[config.mk]
export PLATFORM = sky130hd
export DESIGN_NAME = stx_etx_xor_frame_receiver_flat
export DESIGN_NICKNAME = d
export VERILOG_FILES = /design/src/design/sefr_pkg.sv /design/src/design/sefr_byte_if.sv /design/src/design/sefr_result_if.sv /design/src/design/stx_etx_xor_frame_receiver.sv /design/src/design/sefr_in_stage.sv /design/src/design/sefr_parser.sv /design/src/design/sefr_out_stage.sv /design/src/flat_wrapper.sv
export SDC_FILE = /design/constraint.sdc
export NUM_CORES = 1
export LEC_CHECK = 0
export BUFFER_PORTS_ARGS = -buffer_cell sky130_fd_sc_hd__buf_2
export CORE_MARGIN = 5
export CORE_UTILIZATION = 59
export DETAILED_ROUTE_END_ITERATION = 8
export PLACE_DENSITY_LB_ADDON = 0.08
export SYNTH_ARGS = -nofsm -noshare
export SYNTH_HDL_FRONTEND = slang
export SYNTH_SLANG_ARGS = --single-unit
export TNS_END_PERCENT = 20
[constraint.sdc]
create_clock -name clk -period 3.33 [get_ports clk]
set_input_delay 0.666 -clock clk [delete_from_list [all_inputs] [get_ports clk]]
set_output_delay 0.666 -clock clk [all_outputs]
set_load 0.02 [all_outputs]
[src/design/sefr_pkg.sv]
// Package: shared types and constants for the STX/ETX frame receiver.
package sefr_pkg;

	localparam logic [7:0] START_BYTE = 8'h02;
	localparam logic [7:0] END_BYTE   = 8'h03;

	localparam logic [1:0] ST_GOOD    = 2'd0;
	localparam logic [1:0] ST_BAD_END = 2'd1;
	localparam logic [1:0] ST_BAD_BCC = 2'd2;

	typedef enum logic [2:0] {
		PH_HUNT    = 3'd0,
		PH_HEADER  = 3'd1,
		PH_PAYLOAD = 3'd2,
		PH_ENDB    = 3'd3,
		PH_CHECK   = 3'd4
	} phase_t;

	typedef struct packed {
		logic [7:0] data;
		logic       is_header;
		logic       frame_end;
		logic [1:0] status;
	} res_t;

endpackage

[src/design/sefr_byte_if.sv]
// Interface: received byte channel with valid/ready handshake.
interface sefr_byte_if;
	logic       valid;
	logic       ready;
	logic [7:0] rx_byte;

	modport source (output valid, output rx_byte, input ready);
	modport sink (input valid, input rx_byte, output ready);
endinterface

[src/design/sefr_result_if.sv]
// Interface: frame result channel with valid/ready handshake.
interface sefr_result_if;
	logic       valid;
	logic       ready;
	logic [7:0] data;
	logic       is_header;
	logic       frame_end;
	logic [1:0] status;

	modport source (output valid, output data, output is_header, output frame_end,
		output status, input ready);
	modport sink (input valid, input data, input is_header, input frame_end,
		input status, output ready);
endinterface

[src/design/stx_etx_xor_frame_receiver.sv]
// Top level: STX/ETX frame receiver with XOR block check.
//
//   channel  modport  payload                               beat
//   rx       sink     rx_byte[7:0]                          one received byte
//   result   source   data, is_header, frame_end, status    one result
//
// One byte per cycle unless the result channel stalls.
// Path: input register, parser state machine, output register.
// Reset clears both valid flags and the parser state to hunting.
// A stalled result holds the output register; the input register then fills and rx.ready drops.
module stx_etx_xor_frame_receiver
	import sefr_pkg::*;
(
	input  logic          clk,
	input  logic          arst_n,
	sefr_byte_if.sink     rx,
	sefr_result_if.source result
);

	logic       out_free;
	logic       step;
	logic [7:0] byte_s1;
	logic       res_valid;
	res_t       res;

	sefr_in_stage u_in (
		.clk      (clk),
		.arst_n   (arst_n),
		.rx       (rx),
		.out_free (out_free),
		.step     (step),
		.byte_s1  (byte_s1)
	);

	sefr_parser u_parser (
		.clk       (clk),
		.arst_n    (arst_n),
		.step      (step),
		.byte_s1   (byte_s1),
		.res_valid (res_valid),
		.res       (res)
	);

	sefr_out_stage u_out (
		.clk      (clk),
		.arst_n   (arst_n),
		.load     (step && res_valid),
		.res      (res),
		.out_free (out_free),
		.result   (result)
	);

endmodule

[src/design/sefr_in_stage.sv]
// Input register stage: holds one received byte until the parser consumes it.
module sefr_in_stage (
	input  logic         clk,
	input  logic         arst_n,
	sefr_byte_if.sink    rx,
	input  logic         out_free,
	output logic         step,
	output logic [7:0]   byte_s1
);

	logic valid_s1;

	assign step     = valid_s1 && out_free;
	assign rx.ready = !valid_s1 || out_free;

	always_ff @(posedge clk or negedge arst_n) begin
		if (!arst_n) begin
			valid_s1 <= 1'b0;
		end else if (rx.ready) begin
			valid_s1 <= rx.valid;
		end
	end

	always_ff @(posedge clk) begin
		if (rx.ready && rx.valid) begin
			byte_s1 <= rx.rx_byte;
		end
	end

endmodule

[src/design/sefr_parser.sv]
// Frame parser: phase state machine, length count and XOR block check.
module sefr_parser
	import sefr_pkg::*;
(
	input  logic       clk,
	input  logic       arst_n,
	input  logic       step,
	input  logic [7:0] byte_s1,
	output logic       res_valid,
	output res_t       res
);

	phase_t      phase_q, phase_d;
	logic [1:0]  header_count_q, header_count_d;
	logic [7:0]  length_high_q, length_high_d;
	logic [15:0] payload_left_q, payload_left_d;
	logic [7:0]  running_xor_q, running_xor_d;
	logic        end_byte_ok_q, end_byte_ok_d;
	logic [15:0] length_full;

	assign length_full = {length_high_q, byte_s1};

	always_ff @(posedge clk or negedge arst_n) begin
		if (!arst_n) begin
			phase_q        <= PH_HUNT;
			header_count_q <= 2'd0;
			length_high_q  <= 8'd0;
			payload_left_q <= 16'd0;
			running_xor_q  <= 8'd0;
			end_byte_ok_q  <= 1'b0;
		end else if (step) begin
			phase_q        <= phase_d;
			header_count_q <= header_count_d;
			length_high_q  <= length_high_d;
			payload_left_q <= payload_left_d;
			running_xor_q  <= running_xor_d;
			end_byte_ok_q  <= end_byte_ok_d;
		end
	end

	always_comb begin
		phase_d        = phase_q;
		header_count_d = header_count_q;
		length_high_d  = length_high_q;
		payload_left_d = payload_left_q;
		running_xor_d  = running_xor_q;
		end_byte_ok_d  = end_byte_ok_q;
		res_valid      = 1'b0;
		res.data       = byte_s1;
		res.is_header  = 1'b0;
		res.frame_end  = 1'b0;
		res.status     = ST_GOOD;
		unique case (phase_q)
			PH_HEADER: begin
				res_valid     = 1'b1;
				res.is_header = 1'b1;
				running_xor_d = running_xor_q ^ byte_s1;
				if (header_count_q == 2'd2) begin
					length_high_d = byte_s1;
				end
				if (header_count_q == 2'd3) begin
					payload_left_d = length_full;
					header_count_d = 2'd0;
					phase_d        = (length_full == 16'd0) ? PH_ENDB : PH_PAYLOAD;
				end else begin
					header_count_d = header_count_q + 2'd1;
				end
			end
			PH_PAYLOAD: begin
				res_valid      = 1'b1;
				running_xor_d  = running_xor_q ^ byte_s1;
				payload_left_d = payload_left_q - 16'd1;
				if (payload_left_q == 16'd1) begin
					phase_d = PH_ENDB;
				end
			end
			PH_ENDB: begin
				end_byte_ok_d = (byte_s1 == END_BYTE);
				phase_d       = PH_CHECK;
			end
			PH_CHECK: begin
				res_valid     = 1'b1;
				res.frame_end = 1'b1;
				if (!end_byte_ok_q) begin
					res.status = ST_BAD_END;
				end else if (byte_s1 != running_xor_q) begin
					res.status = ST_BAD_BCC;
				end else begin
					res.status = ST_GOOD;
				end
				phase_d        = PH_HUNT;
				header_count_d = 2'd0;
				length_high_d  = 8'd0;
				payload_left_d = 16'd0;
				running_xor_d  = 8'd0;
				end_byte_ok_d  = 1'b0;
			end
			default: begin
				// hunting, and any unused phase code
				header_count_d = 2'd0;
				length_high_d  = 8'd0;
				payload_left_d = 16'd0;
				running_xor_d  = 8'd0;
				end_byte_ok_d  = 1'b0;
				phase_d        = (byte_s1 == START_BYTE) ? PH_HEADER : PH_HUNT;
			end
		endcase
	end

	a_end_not_header: assert property (@(posedge clk) disable iff (!arst_n)
		res_valid && res.frame_end |-> !res.is_header)
		else $error("frame end flagged as header byte");

	a_status_only_at_end: assert property (@(posedge clk) disable iff (!arst_n)
		res_valid && !res.frame_end |-> res.status == ST_GOOD)
		else $error("nonzero status outside frame end");

	a_check_returns_hunt: assert property (@(posedge clk) disable iff (!arst_n)
		step && phase_q == PH_CHECK |=> phase_q == PH_HUNT && running_xor_q == 8'd0)
		else $error("check byte did not return to hunting");

	a_payload_done: assert property (@(posedge clk) disable iff (!arst_n)
		step && phase_q == PH_PAYLOAD && payload_left_q == 16'd1 |=> phase_q == PH_ENDB)
		else $error("last payload byte did not move to end byte");

endmodule

[src/design/sefr_out_stage.sv]
// Output register stage: holds one result beat until the sink takes it.
module sefr_out_stage
	import sefr_pkg::*;
(
	input  logic          clk,
	input  logic          arst_n,
	input  logic          load,
	input  res_t          res,
	output logic          out_free,
	sefr_result_if.source result
);

	logic valid_q;
	res_t res_q;

	assign out_free         = !valid_q || result.ready;
	assign result.valid     = valid_q;
	assign result.data      = res_q.data;
	assign result.is_header = res_q.is_header;
	assign result.frame_end = res_q.frame_end;
	assign result.status    = res_q.status;

	always_ff @(posedge clk or negedge arst_n) begin
		if (!arst_n) begin
			valid_q <= 1'b0;
		end else if (out_free) begin
			valid_q <= load;
		end
	end

	always_ff @(posedge clk) begin
		if (out_free && load) begin
			res_q <= res;
		end
	end

endmodule

[src/flat_wrapper.sv]
// flat-port wrapper written by rule: the top's interface ports become plain ports
module stx_etx_xor_frame_receiver_flat import sefr_pkg::*;
  (clk, arst_n, rx_valid, rx_rx_byte, rx_ready, result_valid, result_data, result_is_header, result_frame_end, result_status, result_ready);
  sefr_byte_if rx_i ();
  sefr_result_if result_i ();
  input  logic clk;
  input  logic arst_n;
  input wire logic [$bits(rx_i.valid)-1:0] rx_valid;
  input wire logic [$bits(rx_i.rx_byte)-1:0] rx_rx_byte;
  output wire logic [$bits(rx_i.ready)-1:0] rx_ready;
  output wire logic [$bits(result_i.valid)-1:0] result_valid;
  output wire logic [$bits(result_i.data)-1:0] result_data;
  output wire logic [$bits(result_i.is_header)-1:0] result_is_header;
  output wire logic [$bits(result_i.frame_end)-1:0] result_frame_end;
  output wire logic [$bits(result_i.status)-1:0] result_status;
  input wire logic [$bits(result_i.ready)-1:0] result_ready;
  assign rx_i.valid = rx_valid;
  assign rx_i.rx_byte = rx_rx_byte;
  assign rx_ready = rx_i.ready;
  assign result_valid = result_i.valid;
  assign result_data = result_i.data;
  assign result_is_header = result_i.is_header;
  assign result_frame_end = result_i.frame_end;
  assign result_status = result_i.status;
  assign result_i.ready = result_ready;
  stx_etx_xor_frame_receiver u_core (.clk(clk), .arst_n(arst_n), .rx(rx_i), .result(result_i));
endmodule
# After elaboration in Yosys (flattened, before gate mapping)
# Index checks and enable logic that the tools add are counted.
# word_totals
inputBits	12
wordCells	70
reg_bits	60
out_inout_bits	14
# op_classes
bitwise_logic	4
add_sub_neg	2
muxes	18
eq_ne	13
n_reduce_logical	19
# ops
operator	count
one-hot mux 16 bit (3 select lines)	1
one-hot mux 8 bit (2 select lines)	2
equality test 16 x 1 -> 1 bit (second input constant)	1
equality test 8 x 2 -> 1 bit (second input constant)	2
zero test 16 bit	1
2-to-1 mux 16 bit	1
subtractor 16 x 1 -> 16 bit (second input constant)	1
one-hot mux 3 bit (4 select lines)	1
2-to-1 mux 3 bit	3
AND reduction 3 bit	3
2-to-1 mux 8 bit	1
!= test 8 bit	1
AND reduction 2 bit	4
bitwise XOR 8 bit	1
equality test 3 x 2 -> 1 bit (second input constant)	2
2-to-1 mux 2 bit	3
!= test 2 bit (second input constant)	3
equality test 2 bit (second input constant)	2
logical AND 1 bit	4
2-to-1 mux 1 bit	4
one-hot mux 2 bit (2 select lines)	1
OR reduction 2 bit	2
equality test 3 x 1 -> 1 bit (second input constant)	1
equality test 3 bit (second input constant)	1
other kinds (6)	10

# Depth between registers and ports, before layout
# logic_depth
depth_word	5
mapped_depth	7
ltp_nobuf	6

# Modules after synthesis
# Synthesis repeated with hierarchy kept, for this count alone.
# unflattened
hier_cells	292
hier_area_um2	3086.7
# by_module_without_submodules
module	n_inst	area_per_inst_um2	cells_per_inst	seq_area_each_um2
sefr_parser	1	2366.0	262	950.9
sefr_out_stage	1	414.1	16	385.4
sefr_in_stage	1	300.3	13	265.3
stx_etx_xor_frame_receiver	1	6.3	1	0.0

# Worst setup path after synthesis
# Ideal clock, no wire load.
# synth_timing
kind	register -> register
start	register u_core.u_parser.phase_q[0]
end	register u_core.u_out.res_q, in the netlist u_core.u_out.result.data[0], enable pin
required_ps	2942
path_stages_with_launch	6
setup_slack_ps	918
n_path_buf	3
arrival_time_ps	2024
period_less_slack_ps	2412
setup_ps	388
cell_sequence	dfrtp_1 > clkbuf_1 > or3b_2 > buf_2 > buf_2 > a31oi_1
# synth_via
elab_chain_len	5
word_cells_on_any_way	7
classes_between	eq/ne: 3; mux: 1; reduce/logical: 3
# synth_rtl
element	line	text
from (decl)	sefr_parser.sv:13	phase_t phase_q, phase_d;
from (signal assigned)	sefr_parser.sv:32	phase_q <= phase_d;
equality test 3 bit (tied with other cells)	sefr_parser.sv:53	unique case (phase_q)
OR reduction 3 bit (no source line) *	-	
2-to-1 mux 1 bit *	sefr_parser.sv:53	
logical AND 1 bit *	stx_etx_xor_frame_receiver.sv:47	.load (step && res_valid),
logical AND 1 bit *	sefr_out_stage.sv:32	if (out_free && load) begin
to (signal assigned)	sefr_out_stage.sv:33	res_q <= res;
to (decl)	sefr_out_stage.sv:14	res_t res_q;
# Every way passes the cells marked *; elsewhere a longest branch is shown, timed or not.
# A chain may end at the register's enable or synchronous reset.

# Worst setup path after layout
# layout_timing
start	register u_core.u_parser.phase_q[1]
end	register u_core.u_parser.payload_left_q[9]
# layout_via
elab_chain_len	3
word_cells_on_any_way	7
classes_between	eq/ne: 4; mux: 1; bitwise: 1; reduce/logical: 1
# layout_rtl
element	line	text
equality test 3 x 1 -> 1 bit or equality test 3 x 2 -> 1 bit (tied branches)	sefr_parser.sv:53	
!= test 2 bit (no source line) or inverter 1 bit (tied branches)	-	
AND reduction 3 bit (no source line)	-	
to (signal assigned)	sefr_parser.sv:35	payload_left_q <= payload_left_d;
to (decl)	sefr_parser.sv:16	logic [15:0] payload_left_q, payload_left_d;
# Several ways; a longest one is shown, not always the timed one.

==> impl_metrics.xml <==
<?xml version="1.0" encoding="UTF-8"?>
<metrics>
  <group name="detailed_routing">
    <metric name="post_dr_wirelength_cell" unit="um">17.3</metric>
    <metric name="final_antenna_net_count" unit="">0</metric>
    <metric name="via_count" unit="">2420</metric>
    <metric name="drc_errors" unit="">0</metric>
    <metric name="drt_first_pass_iters" unit="">4</metric>
    <metric name="number_of_drc_violations_after_detailed_routing_iteration_0" unit="">233</metric>
    <metric name="viasPerCell" unit="">6.10</metric>
    <metric name="drt_wl_total" unit="um">6870</metric>
  </group>
  <group name="yosys">
    <metric name="yosysWarningCount" unit="">0</metric>
    <metric name="synthAdderAreaFrac" unit="">0.0166</metric>
    <metric name="yosysSeqAreaShare" unit="">0.530</metric>
    <metric name="synth_compound_gate_area_share" unit="">0.197</metric>
    <metric name="synth_top_area_share" unit="">0.331</metric>
    <metric name="xor_xnor_share_of_the_synthesized_area" unit="">0</metric>
    <metric name="synth_top_family_by_area" unit="">compound AO/OA/AOI/OAI gates</metric>
    <metric name="synth_area_leader_cell" unit="">sky130_fd_sc_hd__dfrtp_1</metric>
    <metric name="synth-async-reset-ratio" unit="">0.667</metric>
    <metric name="synth_simple_gate_area_share" unit="">0.187</metric>
    <metric name="synth.mux.area_fraction" unit="">0.0298</metric>
    <metric name="ys_ff_latch" unit="">60</metric>
    <metric name="yosysUniqueCellTypes" unit="">48</metric>
    <metric name="synth_edf_count" unit="">20</metric>
    <metric name="yosys_most_used_dff" unit="">sky130_fd_sc_hd__dfrtp_1</metric>
    <metric name="synth_top_area_cells" unit="">sky130_fd_sc_hd__dfrtp_1 (33%), sky130_fd_sc_hd__edfxtp_1 (20%), sky130_fd_sc_hd__o21ai_0 (6.1%), sky130_fd_sc_hd__nand2b_1 (3.7%), sky130_fd_sc_hd__a21oi_1 (3.0%)</metric>
    <metric name="number_of_standard_cells_after_synthesis" unit="">298</metric>
    <metric name="synth_area" unit="um^2">3020</metric>
    <metric name="syn_nets" unit="">314</metric>
    <metric name="synth_area_per_cell" unit="um^2">10.1</metric>
  </group>
  <group name="critical_path">
    <metric name="r2r_slack" unit="ps">990</metric>
    <metric name="rr_startpoint" unit="">u_core.u_parser.phase_q[1]</metric>
    <metric name="critical_path.max_stage_delay" unit="ps">760</metric>
    <metric name="worstPathArrival" unit="ps">2550</metric>
    <metric name="crit_start" unit="">u_core.u_parser.phase_q[1]</metric>
    <metric name="startpoint_type" unit="">flop</metric>
    <metric name="r2r.worst_path.cells" unit="">4</metric>
    <metric name="timing.critical_path.required" unit="ps">3540</metric>
    <metric name="timing.critical_path.slowest_stage_cell" unit="">sky130_fd_sc_hd__or3b_2</metric>
    <metric name="setup.worst_path.end_class" unit="">flop</metric>
    <metric name="worst_r2r_endpoint" unit="">u_core.u_parser.payload_left_q[9]</metric>
    <metric name="crit_chain" unit="">or3b_2 -&gt; nor3_1 -&gt; inv_1 -&gt; o311ai_0</metric>
    <metric name="critical_path_class" unit="">flop to flop</metric>
    <metric name="critical_path_peak_fanout" unit="">29</metric>
  </group>
  <group name="final_layout">
    <metric name="stdcell_area" unit="um^2">3350</metric>
    <metric name="post_route_cells_drive_above_1_share" unit="">0.171</metric>
    <metric name="layout.filler_cells" unit="">401</metric>
    <metric name="num_antenna_cells" unit="">0</metric>
    <metric name="fin_nets" unit="">338</metric>
    <metric name="area_delta_synth_final" unit="%">11.0</metric>
    <metric name="mostFrequentLayoutCell" unit="">sky130_fd_sc_hd__dfrtp_1</metric>
    <metric name="layout_common_cells" unit="">sky130_fd_sc_hd__dfrtp_1 (40), sky130_fd_sc_hd__o21ai_0 (37), sky130_fd_sc_hd__buf_2 (25), sky130_fd_sc_hd__edfxtp_1 (20)</metric>
  </group>
  <group name="cts">
    <metric name="cts-buffers-inserted" unit="">9</metric>
    <metric name="cts.sink_count" unit="">60</metric>
    <metric name="post_cts_resize_count" unit="">0</metric>
    <metric name="clock_insertion_delay_worst_skew" unit="ps">330</metric>
    <metric name="root_buffer_cell" unit="">sky130_fd_sc_hd__clkbuf_8</metric>
    <metric name="clk_pin_slew_worst_paths" unit="ps">70</metric>
    <metric name="cts-htree-levels" unit="">3</metric>
    <metric name="ctsHoldBuffers" unit="">0</metric>
    <metric name="postCtsSetupRepairBufs" unit="">0</metric>
    <metric name="cts_tree" unit="">built</metric>
    <metric name="max-clock-path-buffers" unit="">2</metric>
  </group>
  <group name="min_path">
    <metric name="holdCritPathClass" unit="">input port to asynchronous set/reset pin</metric>
  </group>
  <group name="outcome">
    <metric name="status" unit="">complete, no violations</metric>
  </group>
  <group name="floorplanning">
    <metric name="floorplan.die.width" unit="um">81.6</metric>
    <metric name="io_pins" unit="">26</metric>
    <metric name="die_h" unit="um">81.6</metric>
    <metric name="core-area" unit="um^2">5040</metric>
    <metric name="rows" unit="">26</metric>
    <metric name="effective_utilization_at_floorplan" unit="">0.600</metric>
    <metric name="design.die.area" unit="um^2">6660</metric>
  </group>
  <group name="sta">
    <metric name="setup_repair_after_global_routing_missed_its_margin" unit="">no</metric>
    <metric name="report.final.hold_viol_count" unit="">0</metric>
    <metric name="timing.final.crit_period" unit="ps">2340</metric>
    <metric name="min_period_over_period" unit="">0.702</metric>
    <metric name="maxClockFrequency" unit="GHz">0.428</metric>
    <metric name="setup_viol" unit="">0</metric>
    <metric name="setup-tns-final" unit="ps">0</metric>
    <metric name="worst_slew_margin_relative_to_its_limit" unit="">0.358</metric>
    <metric name="clock_skews" unit="ps">7.24</metric>
    <metric name="worst_slew_pin_slew" unit="ps">955</metric>
    <metric name="report.final.slew_viol_count" unit="">0</metric>
  </group>
  <group name="global_route">
    <metric name="grt_antenna_before_repair" unit="">0</metric>
    <metric name="grt_max_degree" unit="">41</metric>
    <metric name="grt_pass1_vias" unit="">2317</metric>
    <metric name="grt_first_pass_wirelength" unit="um">11400</metric>
    <metric name="grt_overflow" unit="">0</metric>
    <metric name="gr-usage-all-layers" unit="">0.229</metric>
  </group>
  <group name="power">
    <metric name="power_leakage" unit="nW">1.39</metric>
    <metric name="power_density" unit="nW/um^2">893</metric>
    <metric name="vdd.ir_drop.worst" unit="mV">0.420</metric>
  </group>
  <group name="job">
    <metric name="maxCapViolations" unit="">0</metric>
  </group>
  <group name="place">
    <metric name="detailed_place_hpwl" unit="um">4790</metric>
    <metric name="placement.io_buffers" unit="">25</metric>
    <metric name="finalWeightedCongestion" unit="">0.874</metric>
    <metric name="place_area" unit="um^2">3190</metric>
  </group>
</metrics>
-- synthesized netlist by cell type, types with 2 or more instances --
master	instances
sky130_fd_sc_hd__inv_1	17
sky130_fd_sc_hd__nand3_1	5
sky130_fd_sc_hd__o32ai_1	2
sky130_fd_sc_hd__ha_1	4
sky130_fd_sc_hd__o21ai_0	37
sky130_fd_sc_hd__o41ai_1	2
sky130_fd_sc_hd__a32o_1	2
sky130_fd_sc_hd__a22oi_1	7
sky130_fd_sc_hd__o22ai_1	3
sky130_fd_sc_hd__nand2b_1	18
sky130_fd_sc_hd__or3_1	3
sky130_fd_sc_hd__clkbuf_1	11
sky130_fd_sc_hd__nor4_1	8
sky130_fd_sc_hd__nand2_1	10
sky130_fd_sc_hd__nor2_1	18
sky130_fd_sc_hd__a21oi_1	18
sky130_fd_sc_hd__or3b_2	3
sky130_fd_sc_hd__nand4_1	4
sky130_fd_sc_hd__o2111ai_1	2
sky130_fd_sc_hd__and2_1	9
sky130_fd_sc_hd__a31oi_1	8
sky130_fd_sc_hd__nor3_1	7
sky130_fd_sc_hd__dfrtp_1	40
sky130_fd_sc_hd__or4_1	5
sky130_fd_sc_hd__o2bb2ai_1	2
sky130_fd_sc_hd__or2_2	2
sky130_fd_sc_hd__nor2b_1	2
sky130_fd_sc_hd__buf_2	3
sky130_fd_sc_hd__mux2_2	8
sky130_fd_sc_hd__edfxtp_1	20
-- worst max-delay path by stage --
stage	cells after the start	slack [ps]	to
after floorplan	5	920	u_core.u_out.result.data[0]
after global placement	5	1060	u_core.u_parser.length_high_q[4]
after detailed placement	5	1020	u_core.u_parser.length_high_q[4]
after CTS	4	1040	u_core.u_parser.payload_left_q[14]
after global routing	5	900	u_core.u_parser.phase_q[0]
final	4	990	u_core.u_parser.payload_left_q[9]
-- worst max-delay path, delay by kind of cell, from the launching register on --
family	cells	cell delay, ps
and+or+nand+nor	2	1240
DFF	1	560
AOI/OAI and AO/OA	1	310
buffers and inverters	1	100
-- area by class of cell --
type / count / area, um^2 / share of cell area
Clock buffer: 11 / 131 / 0.0392
Clock inverter: 5 / 28.8 / 0.00858
Inverter: 17 / 63.8 / 0.0190
Multi-Input combinational cell: 207 / 1300 / 0.388
Sequential cell: 60 / 1600 / 0.477
Tap cell: 70 / 87.6 / 0.0261
Timing Repair Buffer: 27 / 140 / 0.0418
-- power by group --
part / total [mW] / internal [mW] / switching [mW]
clock network: 0.541 / 0.265 / 0.277
logic: 1.23 / 0.469 / 0.764
registers: 1.22 / 1.01 / 0.214
-- per-stage QoR --
step           hold slack (ps)  setup slack [ps]  utilization  power (mW)  cells
6_report                   469               992        0.665        2.99    397
2_1_floorplan              370               918            -        2.13    298
5_1_grt                    484               901        0.665        3.22    397
3_3_place_gp               507              1060        0.633        2.42    381
3_5_place_dp               515              1020        0.633        2.45    381
4_1_cts                    490              1040        0.665        2.99    397
-- kinds of logic after synthesis --
kind of cell	count (synthesis)
buf+inv	31
simple gates	100
flops	60
compound gates	95
fa+ha+maj	4
mux	8
-- state kept, by name (all words and copies together) (netlist names) --
register                        flops
u_core.u_parser.phase_q             3
u_core.u_out.result.data            8
u_core.u_out.result.status          2
u_core.u_in.valid_s1                1
u_core.u_parser.header_count_q      2
u_core.u_out.result.is_header       1
u_core.u_in.byte_s1                 8
u_core.u_out.result.valid           1
u_core.u_parser.running_xor_q       8
u_core.u_parser.end_byte_ok_q       1
u_core.u_out.result.frame_end       1
u_core.u_parser.payload_left_q     16
u_core.u_parser.length_high_q       8
-- routing by layer --
| layer | wire [um] | up-vias | share of wire | global-route usage |
|---|---|---|---|---|
| met1 | 3270 | 1163 | 0.48 | 0.327 |
| met2 | 3090 | 83 | 0.45 | 0.342 |
| met3 | 423 | 6 | 0.062 | 0.0493 |
| met5 | 0 | - | 0 | 0 |
| met4 | 86 | 0 | 0.013 | 0.0897 |
| li1 | - | 1168 | - | - |
(Power assumes the default switching activity.)
